<file path="src/masked_pattern_instruction_decoder_macros.svh">
// ----------------------------------------------------------------------------
// Assertion macros for the masked pattern instruction decoder
// Shared concurrent assertion forms, clocked and reset-qualified.
// ----------------------------------------------------------------------------
`ifndef MASKED_PATTERN_INSTRUCTION_DECODER_MACROS_SVH
`define MASKED_PATTERN_INSTRUCTION_DECODER_MACROS_SVH

// same-cycle implication
`define MPID_ASSERT_NOW(lbl, clk, rst_n, ante, cons, msg) \
  lbl: assert property (@(posedge clk) disable iff (!rst_n) (ante) |-> (cons)) \
    else $error(msg);

// next-cycle implication
`define MPID_ASSERT_NEXT(lbl, clk, rst_n, ante, cons, msg) \
  lbl: assert property (@(posedge clk) disable iff (!rst_n) (ante) |=> (cons)) \
    else $error(msg);

`endif

</file>
<file path="src/mpid_pkg.sv">
`timescale 1ns / 1ps
// ----------------------------------------------------------------------------
// mpid_pkg
// Types and constants of the masked pattern instruction decoder.
// ----------------------------------------------------------------------------
package mpid_pkg;

  localparam int unsigned DEPTH_DEFAULT = 128;
  localparam int unsigned WORD_W        = 16;
  localparam int unsigned INSTR_W       = 32;
  localparam int unsigned ENTRY_NUM_W   = 7;
  localparam int unsigned CFG_W         = 8;
  localparam int unsigned OPA_W         = INSTR_W + 1;
  localparam int unsigned BITCNT_W      = $clog2(INSTR_W);

  typedef enum logic {
    OP_WRITE  = 1'b0,
    OP_DECODE = 1'b1
  } mpid_op_e;

  typedef enum logic [1:0] {
    ST_IDLE,
    ST_SCAN,
    ST_GATHER,
    ST_FINISH
  } mpid_state_e;

  typedef struct packed {
    logic                   opcode;
    logic [ENTRY_NUM_W-1:0] entry_index;
    logic [INSTR_W-1:0]     and_mask;
    logic [INSTR_W-1:0]     match_value;
    logic [INSTR_W-1:0]     a_field_mask;
    logic [INSTR_W-1:0]     b_field_mask;
    logic                   is_long;
    logic                   doubles_a;
    logic [WORD_W-1:0]      first_word;
    logic [WORD_W-1:0]      second_word;
    logic                   has_second;
  } mpid_req_t;

  typedef struct packed {
    logic                   found;
    logic [ENTRY_NUM_W-1:0] entry_number;
    logic                   long_form;
    logic [OPA_W-1:0]       operand_a;
    logic [INSTR_W-1:0]     operand_b;
    logic                   has_b;
  } mpid_rsp_t;

  typedef struct packed {
    logic [INSTR_W-1:0] and_mask;
    logic [INSTR_W-1:0] match_value;
    logic [INSTR_W-1:0] a_mask;
    logic [INSTR_W-1:0] b_mask;
    logic               is_long;
    logic               doubles_a;
  } mpid_entry_t;

  typedef struct packed {
    logic wr;
    logic start;
    logic scan;
    logic grab;
    logic step;
    logic post;
  } mpid_cmd_t;

  typedef struct packed {
    logic hit;
    logic exhausted;
    logic gather_done;
  } mpid_sts_t;

endpackage

</file>
<file path="src/mpid_ctrl.sv">
`timescale 1ns / 1ps
// ----------------------------------------------------------------------------
// mpid_ctrl
// Sequencer: accepts requests, steps scan and gather, owns result valid.
// ----------------------------------------------------------------------------
`include "masked_pattern_instruction_decoder_macros.svh"

module mpid_ctrl
  import mpid_pkg::*;
(
  input  logic      clk_i,
  input  logic      rst_ni,
  input  logic      in_valid_i,
  input  logic      in_opcode_i,
  output logic      in_ready_o,
  output logic      out_valid_o,
  input  logic      out_ready_i,
  input  mpid_sts_t sts_i,
  output mpid_cmd_t cmd_o
);

  mpid_state_e state_q, state_d;
  logic        out_valid_q, out_valid_d;
  logic        accept;

  always_comb begin
    state_d = state_q;
    case (state_q)
      ST_IDLE: begin
        if (cmd_o.start) state_d = ST_SCAN;
      end
      ST_SCAN: begin
        if (sts_i.hit) begin
          state_d = ST_GATHER;
        end else if (sts_i.exhausted) begin
          state_d = ST_FINISH;
        end
      end
      ST_GATHER: begin
        if (sts_i.gather_done) state_d = ST_FINISH;
      end
      ST_FINISH: begin
        if (cmd_o.post) state_d = ST_IDLE;
      end
      default: state_d = ST_IDLE;
    endcase
  end

  always_comb begin
    in_ready_o  = (state_q == ST_IDLE);
    accept      = in_valid_i && in_ready_o;
    cmd_o       = '0;
    cmd_o.wr    = accept && (in_opcode_i == OP_WRITE);
    cmd_o.start = accept && (in_opcode_i == OP_DECODE);
    cmd_o.scan  = (state_q == ST_SCAN);
    cmd_o.grab  = (state_q == ST_SCAN) && sts_i.hit;
    cmd_o.step  = (state_q == ST_GATHER);
    cmd_o.post  = (state_q == ST_FINISH) && (!out_valid_q || out_ready_i);
    out_valid_d = cmd_o.post ? 1'b1 : (out_ready_i ? 1'b0 : out_valid_q);
  end

  always_ff @(posedge clk_i or negedge rst_ni) begin
    if (!rst_ni) begin
      state_q     <= ST_IDLE;
      out_valid_q <= 1'b0;
    end else begin
      state_q     <= state_d;
      out_valid_q <= out_valid_d;
    end
  end

  assign out_valid_o = out_valid_q;

  `MPID_ASSERT_NOW(a_hit_excl, clk_i, rst_ni, sts_i.hit, !sts_i.exhausted, "hit while exhausted")
  `MPID_ASSERT_NEXT(a_gather_end, clk_i, rst_ni, (state_q == ST_GATHER) && sts_i.gather_done, state_q == ST_FINISH, "gather did not finish")
  `MPID_ASSERT_NEXT(a_post_valid, clk_i, rst_ni, cmd_o.post, out_valid_q && (state_q == ST_IDLE), "result not presented")

endmodule

</file>
<file path="config.mk">
export PLATFORM = sky130hd
export DESIGN_NAME = mpid_ctrl
export DESIGN_NICKNAME = d
export VERILOG_FILES = /design/src/mpid_pkg.sv /design/src/mpid_ctrl.sv
export VERILOG_INCLUDE_DIRS = /design/src /design/src/src
export SDC_FILE = /design/constraint.sdc
export NUM_CORES = 1
export LEC_CHECK = 0
export BUFFER_PORTS_ARGS = -buffer_cell sky130_fd_sc_hd__buf_2
export CAP_MARGIN = 20
export CORE_AREA = 2 2 39 41
export CTS_CLUSTER_DIAMETER = 50
export DETAILED_ROUTE_END_ITERATION = 8
export DIE_AREA = 0 0 41 43
export SETUP_SLACK_MARGIN = 0.4
export SLEW_MARGIN = 40
export SYNTH_ARGS = -nofsm -noshare
export SYNTH_HDL_FRONTEND = slang
export SYNTH_SLANG_ARGS = --single-unit
</file>
<file path="constraint.sdc">
create_clock -name clk_i -period 2 [get_ports clk_i]
set_clock_uncertainty 0.2 [all_clocks]
set_input_delay 0.1 -clock clk_i [delete_from_list [all_inputs] [get_ports clk_i]]
set_output_delay 0.1 -clock clk_i [all_outputs]
set_load 0.02 [all_outputs]
</file>
# After elaboration in Yosys (flattened, before gate mapping)

Cells that the tools add are included.

Equality and inequality tests: 7
Bitwise operators: 1
Reductions and logical operators: 10
Multiplexer cells: 8

Operators by type and width:

| operator                                                        | number |
|---|---|
| 2-bit 2-to-1 mux                                                | 5 |
| 2-bit case mux with 4 select lines                              | 1 |
| 1-bit logical AND                                               | 5 |
| 2-bit == test, second input constant                            | 2 |
| 2-bit != test, second input constant                            | 2 |
| 4-bit AND reduction                                             | 1 |
| 3-bit != test, second input constant                            | 1 |
| 2-bit by 1-bit == test with 1-bit output, second input constant | 1 |
| 2-bit zero test                                                 | 1 |
| 1-bit 2-to-1 mux                                                | 2 |
| 2-bit by 1-bit != test with 1-bit output, second input constant | 1 |
| 2-bit nonzero test                                              | 1 |
| 1-bit zero test                                                 | 1 |
| 1-bit logical OR                                                | 1 |
| 1-bit NOT                                                       | 1 |

Output and inout port bits: 8
Logic and storage cells: 28
Flip-flop bits (word level): 3
Input port bits: 8

# Longest topological paths before layout

Gate-level depths: netlist of the first run.

Depth after elaboration: 5
Gate-level depth with buffers: 6
Gate-level depth less buffers: 6

# Worst setup path after synthesis of the first run

Ideal clock, no wire load.

Path type: register to register
From: reg state_q[1]
To: reg state_q[0]
Path buffers: 0
Setup slack: 0.229 ns
Library setup time: 0.087 ns
Data required time: 1.713 ns
Period minus slack after synthesis: 1.771 ns
Cell stages (with the launch flop): 7
Arrival time: 1.484 ns
Cell sequence: dfrtp_1 inv_1 ha_1 nor3b_1 a2111oi_4 o21ai_1 a22oi_1

RTL lines:

| item                   | line            | source |
|---|---|---|
| start, declared        | mpid_ctrl.sv:22 | `mpid_state_e state_q, state_d;` |
| start signal, assigned | mpid_ctrl.sv:67 | `state_q <= state_d;` |

# Final worst setup path of the first run

From: reg state_q[1]
To: reg state_q[0]

Longest elaborated chain between the ends: 5
Elaborated cells between the ends (all ways): 13
Classes of those cells: 7 x eq/ne; 1 x mux; 5 x reduce/logical

RTL lines:

| item                                               | line                             | source |
|---|---|---|
| 2-bit zero test                                    | mpid_ctrl.sv:28, mpid_ctrl.sv:50 |  |
| 1-bit logical AND                                  | mpid_ctrl.sv:51                  | `accept = in_valid_i && in_ready_o;` |
| 1-bit logical AND                                  | mpid_ctrl.sv:54                  | `cmd_o.start = accept && (in_opcode_i == OP_DECODE);` |
| 2-bit by 1-bit != test with 1-bit output (no line) | -                                |  |
| 4-bit AND reduction (no line)                      | -                                |  |

Parallel ways exist; a longest one is shown, timed or not.
A chain may end at the register's enable or synchronous reset.

==> results of run 1 <==
-- state kept, by name, indices dropped and copies added, names as in the netlist --
name / count
out_valid_o: 1
state_q: 2
-- stage by stage --
stage,hold WS [ns],cells,worst slack [ns],power [mW]
after floorplan,-0.396,28,0.345,0.436
after CTS,0.124,69,0.292,0.768
after global routing,0.126,69,0.218,0.869
final,0.118,69,0.316,0.787
after detailed placement,-0.301,58,0.241,0.518
after global placement,-0.303,58,0.252,0.514
-- logic make-up (layout without fill, tap and decap cells) --
group	Yosys count	in the layout	synth area share (%)
buffers and inverters	3	28	5.61
adders and majority gates	4	4	18.7
DFF	3	3	28.0
AOI/OAI and AO/OA	4	4	16.8
and+or+nand+nor	14	14	30.8
-- critical path, stage by stage, from the launching register on --
cell and delay (ns):
dfrtp_1 0.39, buf_6 0.14, ha_4 0.15, and3b_2 0.21
a2111oi_4 0.22, o21ai_1 0.11, a22oi_1 0.17
-- metal layers --
| metal | global-route usage, % | vias to the layer above |
|---|---|---|
| li1 | - | 147 |
| met1 | 8.09 | 124 |
| met2 | 10.6 | 8 |
| met3 | 3.14 | 0 |
| met4 | 8.00 | 0 |
| met5 | 0 | - |
-- power groups by stage --
| stage | combinational, mW | clock [mW] | sequential (mW) |
|---|---|---|---|
| floorplan | 0.306 | 0 | 0.131 |
| global placement | 0.391 | 0 | 0.123 |
| detailed placement | 0.393 | 0 | 0.124 |
| CTS | 0.529 | 0.106 | 0.133 |
| global route | 0.610 | 0.123 | 0.137 |
| finish | 0.553 | 0.102 | 0.132 |
-- cell usage after synthesis --
cell type and number:
nand2_2 1, o21ai_1 1, o21ai_0 1, nor2_1 1
ha_1 4, and3_1 1, nor2b_1 2, and2_1 2
and3b_1 1, a2111oi_4 1, nor3b_1 1, inv_1 2
a22oi_1 1, buf_4 1, nand2_1 2, nor3_1 1
nand2b_1 2, dfrtp_1 3
-- worst min-delay path by stage --
stage / from / end / slack (ns) / cells past startpoint
after floorplan: rst_ni / out_valid_o / -0.40 / 0
after global placement: rst_ni / out_valid_o / -0.30 / 1
after detailed placement: rst_ni / out_valid_o / -0.30 / 1
after CTS: in_valid_i / state_q[0] / 0.12 / 5
after global routing: in_valid_i / state_q[0] / 0.13 / 5
final: in_valid_i / state_q[0] / 0.12 / 5
-- what timing repair did --
action	CTS	global route
cloned	0	0
setup endpoints to repair	4	6
gates resized for setup	13	4
pin swaps	5	0
hold buffers	3	0
hold endpoints to repair	4	0
buffers inserted	4	0
-- area by class of cell --
| class | count | area (µm²) | area share (%) |
|---|---|---|---|
| Clock buffer | 4 | 26.3 | 5.06 |
| Inverter | 2 | 7.51 | 1.45 |
| Multi-Input combinational cell | 22 | 240 | 46.3 |
| Sequential cell | 3 | 76.3 | 14.7 |
| Tap cell | 16 | 20.0 | 3.86 |
| Timing Repair Buffer | 22 | 149 | 28.7 |
==> summary.txt, run 1 <==
Timing
  • Least-Margin Pin Slew: 0.287 ns
  • Max Slew Vio Count: 0
  • Tcrit/Tclk final: 84.2%
  • Setup TNS: 0 ns
  • Max Clk Rate: 0.594 GHz
  • Slew margin rel.: 80.9%
  • RSZ-0062 raised after global routing: yes
  • Setup violators final: 0
  • Min cycle time layout: 1.68 ns
  • Final Hold Fails: 0

Die
  • Total die area: 0.00176 mm²
  • Ports: 16
  • Die width: 41 µm
  • # rows: 14
  • Die Ht: 43 µm
  • Starting Density: 19.3%
  • Std-Cell Core Area: 0.00138 mm²

Clock tree
  • # clock sinks: 3
  • Root Buffer: clkbuf_4
  • Htree depth: 1
  • CTS tree: built
  • Num CTS Buffers: 3
  • Clock Path Buffers: 2
  • Latest clock arrival within the worst-skew pair: 0.23 ns
  • Clock Pin Slew Worst Setup and Hold Paths: 0.04 ns

Synthesis
  • Mapped Nets: 40
  • Syn Std Cell Area: 268 µm²
  • Synth cell types: 18
  • Register bit total from synthesis: 3
  • Yosys warns: 0
  • Post-synthesis sequential area ratio: 28.0%
  • Post-Synthesis Cells: 28
  • Yosys top cell by area: dfrtp_1
  • Syn Area/Cell: 9.56 µm²
  • Post-synth top area share: 28.0%
  • Leading post-synthesis cells by cell area: dfrtp_1 (28%), ha_1 (19%), a2111oi_4 (10%)

Layout
  • Final core occ: 37.5%
  • Antenna diodes: 0
  • Area Overhead vs Synth: 93.9%
  • Post-route cell area: 519 µm²
  • Filler cell count: 146
  • Most common cell after layout, fill and taps aside: buf_2
  • Proportion of layout cells with a drive suffix above 1: 66.0%
  • Most frequent cells in the layout: buf_2 (14), ha_4 (3), clkbuf_4 (3), dlygate4sd3_1 (3), buf_6 (3)
  • Final nets: 66

Power
  • Int Pwr: 0.455 mW
  • Power density cells: 1520 mW/mm²
  • Clk network pwr share: 13.0%
  • P_leak: 0.250 nW
  • VDD IR max: 507 µV
  • Combinational cell fraction of total power: 70.2%
  • Sw Share: 42.2%
  • Reg power frac: 16.8%
  • Total net switching power: 0.332 mW

Critical path
  • Critical Path Fanout Max: 3
  • Setup crit start: state_q[1]
  • Reg2reg start: state_q[1]
  • Crit path capture: state_q[0]
  • Crit path required time: 1.93 ns
  • R2R depth: 6
  • Critical Setup Path Class: reg2reg
  • Crit end category: register
  • Worst Path Arrival: 1.62 ns
  • Register-to-register setup slack: 0.32 ns
  • Startpoint types: register
  • Crit Reg-Reg Endpoint: state_q[0]

Outcome
  • Outcome: completed

Hold path
  • Min-delay worst type: in2reg

Route
  • Routed WL per cell: 8.00 µm
  • Via count: 279
  • Metal3 WL: 43 µm
  • TritonRoute pass-1 iters: 2
  • Post-route ant nets: 0
  • Uppermost layer routed: met3
  • Routed Wire Length: 552 µm
  • M1 WL: 224 µm
  • DR DRC count: 0
  • Vias/cell: 4.04
  • Met2 Wirelength: 284 µm
  • 1st-iter DRT viols: 2

GRT
  • First-pass GRT wire length: 876 µm
  • Overall routing resource usage: 7.75%
  • Initial antenna violation count: 0
  • Total gr overflow: 0
  • Largest net degree at the start of global routing: 7
  • Vias in the first global route: 217

Flow run
  • Max cap viols: 0

Placed design
  • PortBufs: 15
  • Placer congestion estimate: 0.606
  • Cell Area, Placed: 365 µm²
Note: power is estimated with default switching activity, not from simulation.
==> inputs of run 2 (changes only) <==
Clock period 2 ns to 1.5 ns, I/O delays scaled along.
==> summary.txt, run 2 (synthesis results as in run 1) <==
Clock tree
  • Latest clock arrival within the worst-skew pair: 0.24 ns
  • Num CTS Buffers: 3
  • Clock Pin Slew Worst Setup and Hold Paths: 0.04 ns
  • Htree depth: 1
  • CTS tree: built
  • # clock sinks: 3
  • Root Buffer: clkbuf_4
  • Clock Path Buffers: 2

Timing
  • Tcrit/Tclk final: 117%
  • Min cycle time layout: 1.75 ns
  • Max Slew Vio Count: 0
  • Setup TNS: -1.28 ns
  • RSZ-0062 raised after global routing: yes
  • Max Clk Rate: 0.571 GHz
  • Setup violators final: 7
  • Fin Hold WS: 0.00334 ns
  • Least-Margin Pin Slew: 0.310 ns
  • PnR worst setup slack: -0.250 ns
  • Slew margin rel.: 79.3%
  • Final Hold Fails: 0

Critical path
  • Crit end category: register
  • Worst Path Arrival: 1.72 ns
  • R2R depth: 7
  • CP peak stage delay: 0.41 ns
  • Crit Reg-Reg Endpoint: state_q[1]
  • Critical-path cell list: buf_6 -> ha_4 -> nor3b_4 -> a2111oi_4 -> buf_4 -> nand2_2 -> o21ai_2
  • Worst path slowest cell: dfrtp_1
  • Startpoint types: register
  • Reg2reg start: state_q[0]
  • Register-to-register setup slack: -0.25 ns
  • Critical Path Fanout Max: 3
  • Critical Setup Path Class: reg2reg
  • Crit path required time: 1.47 ns

Route
  • Vias/cell: 4.17
  • 1st-iter DRT viols: 0
  • TritonRoute pass-1 iters: 1
  • Via count: 325
  • Routed WL per cell: 9.67 µm
  • Routed Wire Length: 754 µm
  • Post-route ant nets: 0
  • DR DRC count: 0

Die
  • Std-Cell Core Area: 0.00138 mm²
  • Ports: 16
  • Die Ht: 43 µm
  • Starting Density: 19.3%
  • Die width: 41 µm
  • # rows: 14
  • Total die area: 0.00176 mm²

Outcome
  • Violated checks: negative setup slack
  • Outcome: finished, violations left

Hold path
  • Hold path start: out_ready_i
  • Min-delay worst type: in2reg
  • Hold path cells: 3
  • Hold Path End: out_valid_o

Layout
  • Final nets: 75
  • Area Overhead vs Synth: 150%
  • Final core occ: 48.4%
  • Filler cell count: 138
  • Multi-input gate area: 265 µm²
  • Most common cell after layout, fill and taps aside: buf_6
  • Register Area: 75.1 µm²
  • Antenna diodes: 0
  • Max reg flops: 2
  • Most frequent cells in the layout: buf_6 (14), buf_4 (8), buf_2 (7), clkbuf_4 (3), dfrtp_1 (3)
  • Post-route cell area: 669 µm²
  • Proportion of layout cells with a drive suffix above 1: 80.6%
  • Largest Register: state_q

Placed design
  • Cell Area, Placed: 459 µm²
  • Post-DP HPWL: 548 µm
  • PortBufs: 15
  • DP Worst Slack: -0.220 ns
  • Placer congestion estimate: 0.647

GRT
  • First-pass GRT wire length: 1160 µm
  • Largest net degree at the start of global routing: 5
  • Overall routing resource usage: 9.65%
  • Vias in the first global route: 324
  • Initial antenna violation count: 0
  • Total gr overflow: 0

Flow run
  • Max cap viols: 0

Power
  • Power density cells: 2240 mW/mm²
  • VDD IR max: 810 µV
  • P_leak: 0.320 nW
-- run 2: cell count changes in the layout (fill, tap and decap cells not counted), moves of 2 or more --
cell	change
buf_2	-7
buf_6	+11
buf_4	+6
nand2_1	-2
-- run 2: power by group --
| part | internal [mW] | switching (mW) | total, mW |
|---|---|---|---|
| Clock | 0.100 | 0.0456 | 0.146 |
| Sequential | 0.126 | 0.0422 | 0.168 |
| Combinational | 0.715 | 0.473 | 1.19 |
-- run 2: worst max-delay path by stage --
stage          slack [ns]    endpoint  depth (start not counted)       start
3_3_place_gp        -0.20  state_q[1]                          5  state_q[0]
2_1_floorplan       -0.15  state_q[0]                          6  state_q[0]
6_report            -0.25  state_q[1]                          7  state_q[0]
4_1_cts             -0.23  state_q[1]                          5  state_q[0]
5_1_grt             -0.31  state_q[1]                          7  state_q[0]
3_5_place_dp        -0.22  state_q[1]                          5  state_q[0]
-- run 2: final cells by class --
cell class / instances / share of cell area [%]
Inverter: 2 / 1.50
Multi-Input combinational cell: 22 / 39.6
Clock buffer: 4 / 3.93
Tap cell: 16 / 2.99
Timing Repair Buffer: 31 / 40.7
Sequential cell: 3 / 11.2
-- run 2: worst max-delay path: cells and delay by family, from the launching register on --
kind | cells | cell delay, ns
flip-flops | 1 | 0.41
AND/OR/NAND/NOR | 2 | 0.20
AO/OA/AOI/OAI | 2 | 0.40
adder cells (fa/ha/maj) | 1 | 0.14
buffers and inverters | 2 | 0.32
-- run 2: per-stage QoR --
step	total power, mW	instances
5_1_grt	1.60	78
3_3_place_gp	0.909	66
4_1_cts	1.30	74
3_5_place_dp	0.917	66
2_1_floorplan	0.660	28
6_report	1.50	78
-- run 2: layer usage --
| metal | global-route usage [%] | up-vias | share of wire, % |
|---|---|---|---|
| li1 | - | 160 | - |
| met3 | 3.14 | 2 | 5.2 |
| met4 | 4.00 | 0 | 0.93 |
| met1 | 9.68 | 154 | 38 |
| met5 | 0 | - | 0 |
| met2 | 16.9 | 9 | 56 |
-- run 2: timing repair --
action / CTS / global route
resized for setup: 22 / 11
hold endpoints to repair: 4 / 3
pin swaps: 2 / 2
buffers inserted: 2 / 4
hold buffers: 2 / 1
setup endpoints to repair: 11 / 14
==> inputs of run 3 (changes only) <==
Settings changed: MAX_ROUTING_LAYER from default to met4, SKIP_CTS_REPAIR_TIMING from default to 1.
==> summary.txt, run 3 (synthesis results as in run 1) <==
Outcome
  • Violated checks: negative hold slack, negative setup slack
  • Outcome: finished, violations left

Placed design
  • Post-Place Cells: 66
  • DP Worst Slack: -0.220 ns
  • PortBufs: 15
  • Cell Area, Placed: 459 µm²
  • Placer congestion estimate: 0.653
  • Post-DP HPWL: 548 µm

GRT
  • Largest net degree at the start of global routing: 6
  • Overall routing resource usage: 9.17%
  • Initial antenna violation count: 0
  • Vias in the first global route: 278
  • Total gr overflow: 0
  • First-pass GRT wire length: 1020 µm

Route
  • Via count: 314
  • Routed WL per cell: 9.64 µm
  • Post-route ant nets: 0
  • TritonRoute pass-1 iters: 4
  • 1st-iter DRT viols: 2
  • Routed Wire Length: 752 µm
  • Vias/cell: 4.03
  • DR DRC count: 0

Clock tree
  • # clock sinks: 3
  • Clock Pin Slew Worst Setup and Hold Paths: 0.04 ns
  • Num CTS Buffers: 3
  • CTS tree: built
  • Htree depth: 1
  • Latest clock arrival within the worst-skew pair: 0.24 ns
  • Clock Path Buffers: 2
  • Root Buffer: clkbuf_4

Die
  • Die Ht: 43 µm
  • Std-Cell Core Area: 0.00138 mm²
  • Die width: 41 µm
  • Total die area: 0.00176 mm²
  • Starting Density: 19.3%
  • Ports: 16
  • # rows: 14

Hold path
  • Min-delay worst type: in2reg
  • Hold path cells: 3

Timing
  • Max Slew Vio Count: 0
  • Tcrit/Tclk final: 119%
  • Fin Hold WS: -0.0460 ns
  • Setup violators final: 7
  • RSZ-0062 raised after global routing: yes
  • Final Hold Fails: 1
  • PnR worst setup slack: -0.283 ns
  • Max Clk Rate: 0.561 GHz
  • Min cycle time layout: 1.78 ns
  • Least-Margin Pin Slew: 0.304 ns
  • Slew margin rel.: 79.7%

Layout
  • Max reg flops: 2
  • Most frequent cells in the layout: buf_6 (13), buf_4 (9), buf_2 (7), clkbuf_4 (3), dfrtp_1 (3)
  • Proportion of layout cells with a drive suffix above 1: 79.0%
  • Largest Register: state_q
  • Area Overhead vs Synth: 145%
  • Final nets: 75
  • Final Non-Filler Cells: 78
  • Antenna diodes: 0
  • Post-route cell area: 657 µm²
  • Most common cell after layout, fill and taps aside: buf_6

Critical path
  • Crit path required time: 1.45 ns
  • Register-to-register setup slack: -0.28 ns
  • Critical Path Fanout Max: 3
  • Crit Reg-Reg Endpoint: state_q[0]
  • Setup crit start: state_q[0]
  • R2R depth: 6
  • Worst Path Arrival: 1.73 ns
  • Crit end category: register
  • Crit path capture: state_q[0]
  • Critical Setup Path Class: reg2reg
  • Startpoint types: register
  • Reg2reg start: state_q[0]

Power
  • Power density cells: 2240 mW/mm²
  • VDD IR max: 797 µV
  • P_leak: 0.315 nW
  • Tot Pwr: 1.47 mW

Flow run
  • Max cap viols: 0
run 3: changes by cell type in the layout (fill, tap and decap cells not counted):
| cell | before | now |
|---|---|---|
| nand2b_1 | 1 | 2 |
| nand2b_4 | 1 | 0 |
| buf_6 | 14 | 13 |
| and2_4 | 2 | 1 |
| and2_2 | 0 | 1 |
| buf_4 | 8 | 9 |
run 3: per-stage QoR:
step | utilization [%] | setup TNS (ns) | hold slack (ns)
after floorplan | - | -0.225 | -0.421
after global placement | 33.2 | -0.367 | -0.322
after detailed placement | 33.2 | -0.414 | -0.320
after CTS | 35.1 | -1.11 | -0.574
after global routing | 47.5 | -1.59 | -0.0157
final | 47.5 | -1.23 | -0.0460
run 3: final cells by class:
cell class	instances	area, µm²
tap	16	20.0
fill	133	727
clock buffer	4	26.3
sequential	3	75.1
multi-input combinational	22	256
timing repair buffer	31	269
inverter	2	10.0
run 3: critical path, cell delays in order (launching register included):
cell	delay, ns
dfrtp_1	0.41
buf_6	0.13
ha_4	0.15
nor3b_4	0.15
a2111oi_4	0.36
o21ai_1	0.13
a22oi_1	0.16
run 3: worst min-delay path by stage:
stage | startpoint | endpoint | slack [ns]
4_1_cts | rst_ni | state_q[1] | -0.57
3_3_place_gp | rst_ni | out_valid_o | -0.32
3_5_place_dp | rst_ni | out_valid_o | -0.32
5_1_grt | out_ready_i | out_valid_o | -0.02
6_report | out_ready_i | out_valid_o | -0.05
2_1_floorplan | rst_ni | out_valid_o | -0.42
run 3: routing by layer:
layer / vias to the layer above / part of all wire [%] / global-route usage [%]
met5: - / 0 / -
met1: 144 / 39 / 9.35
met2: 9 / 55 / 14.1
met4: 0 / 0 / 6.00
met3: 0 / 6.4 / 3.14
li1: 161 / - / -
run 3: power breakdown:
| part | total [mW] | switching [mW] | leakage [nW] | internal, mW |
|---|---|---|---|---|
| Clock | 0.144 | 0.0444 | 0.0150 | 0.0999 |
| Combinational | 1.16 | 0.469 | 0.264 | 0.688 |
| Sequential | 0.169 | 0.0425 | 0.0356 | 0.126 |
| Total | 1.47 | 0.556 | 0.315 | 0.914 |
